[config.mk]
export PLATFORM = sky130hd
export DESIGN_NAME = bpa_ctrl
export DESIGN_NICKNAME = d
export VERILOG_FILES = /design/src/design/bpa_pkg.sv /design/src/design/bpa_ctrl.sv
export SDC_FILE = /design/constraint.sdc
export NUM_CORES = 1
export LEC_CHECK = 0
export BUFFER_PORTS_ARGS = -buffer_cell sky130_fd_sc_hd__buf_2
export CORE_MARGIN = 3
export CORE_UTILIZATION = 50
export CTS_BUF_LIST = sky130_fd_sc_hd__clkbuf_4 sky130_fd_sc_hd__clkbuf_8
export DETAILED_ROUTE_END_ITERATION = 6
export GPL_TIMING_DRIVEN = 0
export PLACE_DENSITY = 0.78
export SYNTH_ARGS = -nofsm -noshare
export SYNTH_HDL_FRONTEND = slang
export SYNTH_SLANG_ARGS = --single-unit
[constraint.sdc]
create_clock -name i_clk -period 2.6 [get_ports i_clk]
set_clock_uncertainty 0.2 [all_clocks]
set_input_delay 0.52 -clock i_clk [delete_from_list [all_inputs] [get_ports i_clk]]
set_output_delay 0.52 -clock i_clk [all_outputs]
set_load 0.01 [all_outputs]
[src/design/bpa_pkg.sv]
// Shared constants, datapath command codes and control/status types for the buddy allocator.
package bpa_pkg;

    localparam int NUM_PAGES = 4096;
    localparam int TOP_ORDER = 12;
    localparam int PG_W      = $clog2(NUM_PAGES);
    localparam int LNK_W     = PG_W + 1;
    localparam int ORD_W     = 4;

    // Request function codes
    localparam logic [1:0] FN_INIT  = 2'd0;
    localparam logic [1:0] FN_ALLOC = 2'd1;
    localparam logic [1:0] FN_FREE  = 2'd2;

    // Result status codes
    localparam logic [1:0] ST_OK    = 2'd0;
    localparam logic [1:0] ST_NOBLK = 2'd1;
    localparam logic [1:0] ST_BAD   = 2'd2;

    // Datapath command codes
    localparam logic [4:0] OP_NONE    = 5'd0;
    localparam logic [4:0] OP_CLR     = 5'd1;
    localparam logic [4:0] OP_LOAD    = 5'd2;
    localparam logic [4:0] OP_BAD     = 5'd3;
    localparam logic [4:0] OP_INIT    = 5'd4;
    localparam logic [4:0] OP_ICLR    = 5'd5;
    localparam logic [4:0] OP_ISET    = 5'd6;
    localparam logic [4:0] OP_ICARVE  = 5'd7;
    localparam logic [4:0] OP_PUSH1   = 5'd8;
    localparam logic [4:0] OP_PUSH2   = 5'd9;
    localparam logic [4:0] OP_ASTART  = 5'd10;
    localparam logic [4:0] OP_AHIT    = 5'd11;
    localparam logic [4:0] OP_ANEXT   = 5'd12;
    localparam logic [4:0] OP_UL2     = 5'd13;
    localparam logic [4:0] OP_ASPLIT  = 5'd14;
    localparam logic [4:0] OP_ADEC    = 5'd15;
    localparam logic [4:0] OP_AFIN    = 5'd16;
    localparam logic [4:0] OP_NOBLK   = 5'd17;
    localparam logic [4:0] OP_FSTART  = 5'd18;
    localparam logic [4:0] OP_FEV     = 5'd19;
    localparam logic [4:0] OP_FMSTART = 5'd20;
    localparam logic [4:0] OP_FM1     = 5'd21;
    localparam logic [4:0] OP_FM3     = 5'd22;
    localparam logic [4:0] OP_FPUSH   = 5'd23;
    localparam logic [4:0] OP_OK      = 5'd24;
    localparam logic [4:0] OP_EMIT    = 5'd25;

    typedef struct packed {
        logic [4:0] op;
    } t_cmd;

    typedef struct packed {
        logic [1:0] func;
        logic       cnt_zero;
        logic       init_ok;
        logic       alloc_ok;
        logic       free_ok;
        logic       clr_done;
        logic       rem_zero;
        logic       rem_one;
        logic       head_hit;
        logic       at_top;
        logic       split_more;
        logic       buddy_in;
        logic       mark_hit;
        logic       merge_more;
        logic       buddy_match;
        logic       out_free;
    } t_sts;

    // Smallest order whose block holds n pages
    function automatic logic [ORD_W-1:0] f_round_order(input logic [12:0] n);
        logic [ORD_W-1:0] ord;
        ord = 4'd13;
        for (int k = 13; k >= 0; k--) begin
            if ((14'(1) << k) >= {1'b0, n}) ord = 4'(k);
        end
        return ord;
    endfunction

    // Largest order not above the top whose block fits in n pages
    function automatic logic [ORD_W-1:0] f_fit_order(input logic [12:0] n);
        logic [ORD_W-1:0] ord;
        ord = '0;
        for (int k = 1; k <= TOP_ORDER; k++) begin
            if ((13'(1) << k) <= n) ord = 4'(k);
        end
        return ord;
    endfunction

endpackage

[src/design/bpa_ctrl.sv]
// Controller state machine of the buddy allocator: sequences init, allocate and free steps.
module bpa_ctrl (
    input  logic          i_clk,
    input  logic          i_rst_n,
    input  logic          i_valid,
    output logic          o_stall,
    input  bpa_pkg::t_sts i_sts,
    output bpa_pkg::t_cmd o_cmd
);
    import bpa_pkg::*;

    localparam logic [4:0] S_CLR    = 5'd0;
    localparam logic [4:0] S_IDLE   = 5'd1;
    localparam logic [4:0] S_DEC    = 5'd2;
    localparam logic [4:0] S_ICLR   = 5'd3;
    localparam logic [4:0] S_ISET   = 5'd4;
    localparam logic [4:0] S_ICARVE = 5'd5;
    localparam logic [4:0] S_PUSH1  = 5'd6;
    localparam logic [4:0] S_PUSH2  = 5'd7;
    localparam logic [4:0] S_ASRCH  = 5'd8;
    localparam logic [4:0] S_UL1    = 5'd9;
    localparam logic [4:0] S_UL2    = 5'd10;
    localparam logic [4:0] S_ASPLIT = 5'd11;
    localparam logic [4:0] S_FRD    = 5'd12;
    localparam logic [4:0] S_FEV    = 5'd13;
    localparam logic [4:0] S_FMS    = 5'd14;
    localparam logic [4:0] S_FM1    = 5'd15;
    localparam logic [4:0] S_FM2    = 5'd16;
    localparam logic [4:0] S_FM3    = 5'd17;
    localparam logic [4:0] S_OKST   = 5'd18;
    localparam logic [4:0] S_FIN    = 5'd19;

    logic [4:0] r_state, n_state, r_ret, n_ret;

    assign o_stall = (r_state != S_IDLE);

    // Next state and datapath command
    always_comb begin
        n_state    = r_state;
        n_ret      = r_ret;
        o_cmd.op   = OP_NONE;
        case (r_state)
            S_CLR: begin
                o_cmd.op = OP_CLR;
                if (i_sts.clr_done) n_state = S_IDLE;
            end
            S_IDLE: begin
                if (i_valid) begin
                    o_cmd.op = OP_LOAD;
                    n_state  = S_DEC;
                end
            end
            S_DEC: begin
                o_cmd.op = OP_BAD;
                n_state  = S_FIN;
                if (!i_sts.cnt_zero) begin
                    case (i_sts.func)
                        FN_INIT: begin
                            if (i_sts.init_ok) begin
                                o_cmd.op = OP_INIT;
                                n_state  = S_ICLR;
                            end
                        end
                        FN_ALLOC: begin
                            o_cmd.op = i_sts.alloc_ok ? OP_ASTART : OP_NOBLK;
                            n_state  = i_sts.alloc_ok ? S_ASRCH : S_FIN;
                        end
                        FN_FREE: begin
                            if (i_sts.free_ok) begin
                                o_cmd.op = OP_FSTART;
                                n_state  = S_FRD;
                            end
                        end
                        default: begin
                        end
                    endcase
                end
            end
            S_ICLR: begin
                o_cmd.op = OP_ICLR;
                if (i_sts.rem_one) n_state = S_ISET;
            end
            S_ISET: begin
                o_cmd.op = OP_ISET;
                n_state  = S_ICARVE;
            end
            S_ICARVE: begin
                if (i_sts.rem_zero) begin
                    o_cmd.op = OP_OK;
                    n_state  = S_FIN;
                end else begin
                    o_cmd.op = OP_ICARVE;
                    n_state  = S_PUSH1;
                    n_ret    = S_ICARVE;
                end
            end
            S_PUSH1: begin
                o_cmd.op = OP_PUSH1;
                n_state  = S_PUSH2;
            end
            S_PUSH2: begin
                o_cmd.op = OP_PUSH2;
                n_state  = r_ret;
            end
            S_ASRCH: begin
                if (i_sts.head_hit) begin
                    o_cmd.op = OP_AHIT;
                    n_state  = S_UL1;
                    n_ret    = S_ASPLIT;
                end else if (i_sts.at_top) begin
                    o_cmd.op = OP_NOBLK;
                    n_state  = S_FIN;
                end else begin
                    o_cmd.op = OP_ANEXT;
                end
            end
            S_UL1: begin
                n_state = S_UL2;
            end
            S_UL2: begin
                o_cmd.op = OP_UL2;
                n_state  = r_ret;
            end
            S_ASPLIT: begin
                if (!i_sts.split_more) begin
                    o_cmd.op = OP_AFIN;
                    n_state  = S_FIN;
                end else if (i_sts.buddy_in) begin
                    o_cmd.op = OP_ASPLIT;
                    n_state  = S_PUSH1;
                    n_ret    = S_ASPLIT;
                end else begin
                    o_cmd.op = OP_ADEC;
                end
            end
            S_FRD: begin
                n_state = S_FEV;
            end
            S_FEV: begin
                if (i_sts.mark_hit) begin
                    o_cmd.op = OP_BAD;
                    n_state  = S_FIN;
                end else begin
                    o_cmd.op = OP_FEV;
                    n_state  = i_sts.rem_one ? S_FMS : S_FRD;
                end
            end
            S_FMS: begin
                o_cmd.op = OP_FMSTART;
                n_state  = S_FM1;
            end
            S_FM1: begin
                if (i_sts.merge_more) begin
                    o_cmd.op = OP_FM1;
                    n_state  = S_FM2;
                end else begin
                    o_cmd.op = OP_FPUSH;
                    n_state  = S_PUSH1;
                    n_ret    = S_OKST;
                end
            end
            S_FM2: begin
                if (i_sts.buddy_match) begin
                    n_state = S_UL1;
                    n_ret   = S_FM3;
                end else begin
                    o_cmd.op = OP_FPUSH;
                    n_state  = S_PUSH1;
                    n_ret    = S_OKST;
                end
            end
            S_FM3: begin
                o_cmd.op = OP_FM3;
                n_state  = S_FM1;
            end
            S_OKST: begin
                o_cmd.op = OP_OK;
                n_state  = S_FIN;
            end
            S_FIN: begin
                if (i_sts.out_free) begin
                    o_cmd.op = OP_EMIT;
                    n_state  = S_IDLE;
                end
            end
            default: begin
                n_state = S_IDLE;
            end
        endcase
    end

    // Advance state
    always_ff @(posedge i_clk) begin
        if (!i_rst_n) begin
            r_state <= S_CLR;
            r_ret   <= S_IDLE;
        end else begin
            r_state <= n_state;
            r_ret   <= n_ret;
        end
    end

`ifndef NO_ASSERTIONS
    a_no_accept_busy: assert property (@(posedge i_clk) disable iff (!i_rst_n)
        (o_cmd.op == OP_LOAD) |-> (r_state == S_IDLE))
        else $error("request loaded outside idle");
    a_load_dec: assert property (@(posedge i_clk) disable iff (!i_rst_n)
        (o_cmd.op == OP_LOAD) |=> (r_state == S_DEC))
        else $error("decode skipped after load");
    a_emit_idle: assert property (@(posedge i_clk) disable iff (!i_rst_n)
        (o_cmd.op == OP_EMIT) |=> !o_stall)
        else $error("not idle after result");
`endif

endmodule

After elaboration in Yosys (flattened, before gate mapping)

Cells that the tools add are included.

Add/sub/neg operators: 0
Multiply operators: 0
Div/mod/pow operators: 0
$lt $le $gt $ge: 0
Equality and inequality tests: 33
Shift operators: 0
Muxes and demuxes: 42
Bitwise operators: 0
Reductions and logical operators: 7

Operators by type and width:

| cell                 | number |
|---|---|
| $pmux W5 S18         | 2 |
| $mux W5              | 30 |
| $eq A5 B4 Y1 const B | 8 |
| $pmux W5 S3          | 2 |
| $pmux W5 S5          | 1 |
| $eq A5 B3 Y1 const B | 4 |
| $eq A5 B5 Y1 const B | 4 |
| $ne A2 B2 Y1 const B | 9 |
| $reduce_and A6 Y1    | 2 |
| $eq A5 B2 Y1 const B | 2 |
| $mux W2              | 4 |
| $ne A3 B3 Y1 const B | 2 |
| $eq A5 B1 Y1 const B | 1 |
| $logic_not A5 Y1     | 1 |
| $ne A5 B1 Y1 const B | 1 |
| $reduce_bool A5 Y1   | 1 |
| $mux W4              | 1 |
| $reduce_or A2 Y1     | 2 |
| $mux W3              | 1 |
| $eq A2 B1 Y1 const B | 1 |
| $eq A2 B2 Y1 const B | 1 |
| $logic_not A2 Y1     | 1 |
| $mux W1              | 1 |

Bits in registers: 10
Latch bits: 0
Memory bits (writable): 0
Memory bits (read-only): 0
Input port bits: 20
Output and inout port bits: 6
Logic and storage cells: 84
Memories kept: 0

Logic depth before layout (Yosys ltp)

Word-level depth: 4
Gate-level depth with buffers: 8
Depth with buffers taken out: 5

Worst setup path after synthesis

No wires, ideal clock.

Path type: register to output
Start point: reg r_state[0]
End point: out o_cmd[4] (netlist bit)
Arrival time: 1.603 ns
Required time: 1.880 ns
Path slack: 0.277 ns
Cell stages (with the launch flop): 8
Path buffers: 3
Path through: dfxtp_1 buf_2 buf_4 buf_4 nor2b_1 o21ai_0 a221oi_1 o311ai_0

RTL lines:

| item                   | RTL line        | text |
|---|---|---|
| start, declared        | bpa_ctrl.sv:33  | `logic [4:0] r_state, n_state, r_ret, n_ret;` |
| start signal, assigned | bpa_ctrl.sv:198 | `r_state <= n_state;` |
| end, declared          | bpa_ctrl.sv:8   | `output bpa_pkg::t_cmd o_cmd` |

==> flow_summary.toml <==
[outcome]
outcome = "finished with violations"
failed_checks = "negative setup slack"

[power]
p_leak_nw = 0.851
power_density_nw_per_um2 = 309
power_w = 0.000659
ir_worst_vdd_uv = 381

[clocking]
cts-htree-levels = 1
clock_latency_ns = 0.29
cts_root_buffer = "clkbuf_4"
cts.sinks = 10
cts_tree = "yes"
clk_path_buf_depth = 2
tritoncts.num_buffers = 3
clkTransAtPathRegs_ns = 0.06
postCtsHoldBufs = 0

[sta]
rsz0062_at_grt = "yes"
hold_viol = 0
final.setup.worst_slack_ns = -0.111
setup_viol = 4
worst_pin_slew_ns = 0.542
min_period_ns = 2.71
finalCritPeriodShare_pct = 104
slew_viol_final = 0
relSlewSlack_pct = 63.8
fmaxAchievable_mhz = 369

[worst_setup_path]
worstPathArrival_ns = 1.99
critPathMaxFanout = 5
cp-end-kind = "output port"
start_kind = "flip-flop"
rrSetupSlack_ns = 0.19
path_class = "reg2out"
cp.required_ns = 1.88

[detailed_routing]
dr_total_vias = 2076
wl_mm = 6.49
drtPass1Iterations = 7
drtAntennaViolNets = 0
drt_iter0_drc = 280
via_per_inst = 7.52
wl_per_cell_um = 23.5
drc_errors = 0

[final_layout]
mostFrequentLayoutCell = "buf_4"
synthToLayoutAreaGrowth_pct = 52.4
n_fill_cell = 162
fin_nets = 267
drive_gt1_share_pct = 45.9
num_antenna_cells = 0
layout_common_cells = "buf_4, buf_2, nand2_1"
fin_cells = 276

[die]
die_h_um = 58.8
die_w_um = 58.8
initial_core_util_pct = 54.4
ioPinCount = 26
coreArea_um2 = 2570
rows = 18
die_area_um2 = 3460

[synth]
ys_types = 63
synth_area_leader_cell = "dfxtp_1"
avgSynthCellArea_um2 = 7.43
syn-cell-area_um2 = 1400
synthFlopType = "dfxtp_1"
synthCells = 188
yosysWarningCount = 0
ys_seq_area_share_pct = 14.3
netlist.area_leader.share_pct = 14.3
synth-seq-cells = 10
async_flop_share_pct = 0
syn_nets = 208
synth-edff-count = 0
ys_top_cells_by_area = "dfxtp_1, nor2b_1, nand2_1"

[placement]
place_congestion = 0.971
hpwlAfterDp_mm = 3.85
io_buffers = 25
placed_cells = 243

[global_routing]
antenna_found_initial = 0
grt_overflow = 0
track_usage_pct = 33.2
grt_first_pass_wirelength_mm = 8.63
first_global_vias = 1778
grt_max_degree = 11

[hold_path]
hold_class = "in2reg"

[flow_run]
drv_cap = 0
## worst paths after layout
path	start	endpoint	depth (start not counted)
setup / recovery	r_state[2]$_SDFFE_PN0P_	o_cmd[4]	7
hold / removal	i_rst_n	r_state[2]$_SDFFE_PN0P_	3
setup reg to reg	r_state[0]$_SDFFE_PN0P_	r_ret[3]$_SDFFE_PN0P_	8
hold reg to reg	r_ret[3]$_SDFFE_PN0P_	r_ret[3]$_SDFFE_PN0P_	1
## critical path, stage by stage, from the launching register on
cell and delay (ns):
dfxtp_4 0.37, buf_6 0.13, buf_4 0.16, nand3b_1 0.20
o21ai_1 0.16, a221oi_4 0.36, o311ai_2 0.16, buf_2 0.16
## where the power goes
group / total [W] / internal [W] / switching (W)
sequential: 0.000160 / 0.000155 / 0.00000431
combinational: 0.000352 / 0.000173 / 0.000179
clock: 0.000147 / 0.0000855 / 0.0000611
total: 0.000659 / 0.000414 / 0.000245
## cells in the mapped netlist, drive strengths merged, types with 2 or more instances
library cell	number
a31oi	4
or4	2
o211ai	3
nand2	17
buf	11
a311oi	2
or2	2
mux2i	3
nand3b	6
nor2	13
nand3	3
or3	4
clkbuf	2
inv	5
nor4	4
a211o	2
o21ai	12
nor3b	2
o32ai	2
nand2b	4
a2111oi	4
a22oi	3
o31ai	2
a221oi	4
o211a	2
nor3	9
a21oi	13
o22ai	5
dfxtp	10
nor2b	12
nand4	2
## layout make-up
type	count	area, µm²	share of cell area (%)
Timing Repair Buffer	54	392	18.4
Clock buffer	4	36.3	1.70
Sequential cell	10	214	10.1
Buffer	13	153	7.17
Inverter	5	22.5	1.06
Tap cell	30	37.5	1.76
Multi-Input combinational cell	160	1270	59.8
## kinds of logic (layout without fill, tap and decap cells)
logic type / after synthesis / after routing / share of synthesized area [%]
simple gates: 85 / 85 / 36.4
flops: 10 / 10 / 14.3
mux: 3 / 3 / 2.15
buf+inv: 18 / 76 / 7.44
compound gates: 72 / 72 / 39.7
## per-layer routing
metal | GRT usage (%) | wire [µm] | part of all wire, %
met5 | 0 | 0 | 0
met4 | 17.5 | 495 | 7.6
met3 | 7.24 | 823 | 13
met2 | 53.3 | 2890 | 44
met1 | 41.3 | 2280 | 35
## metrics by stage
stage	hold WS [ns]	cell area [µm²]	util [%]	setup WS, ns	TNS [ns]
after floorplan	0.274	1400	-	0.277	0
after global placement	0.318	1560	60.7	-0.225	-0.665
after detailed placement	0.324	1560	60.7	-0.293	-0.713
after CTS	0.300	1900	73.8	0.00297	0
after global routing	0.319	2130	82.9	-0.164	-0.583
final	0.318	2130	82.9	-0.111	-0.324
## flip-flops by register name, summed over array words and instances (netlist names)
name,cells
r_state,5
r_ret,5
## timing repair
| item | CTS | global route |
|---|---|---|
| setup endpoints to repair | 5 | 5 |
| pin swaps | 9 | 12 |
| resized for setup | 47 | 23 |
| cloned | 2 | 0 |
| setup buffers | 11 | 16 |
No activity file was read; power rests on OpenSTA's default activity.
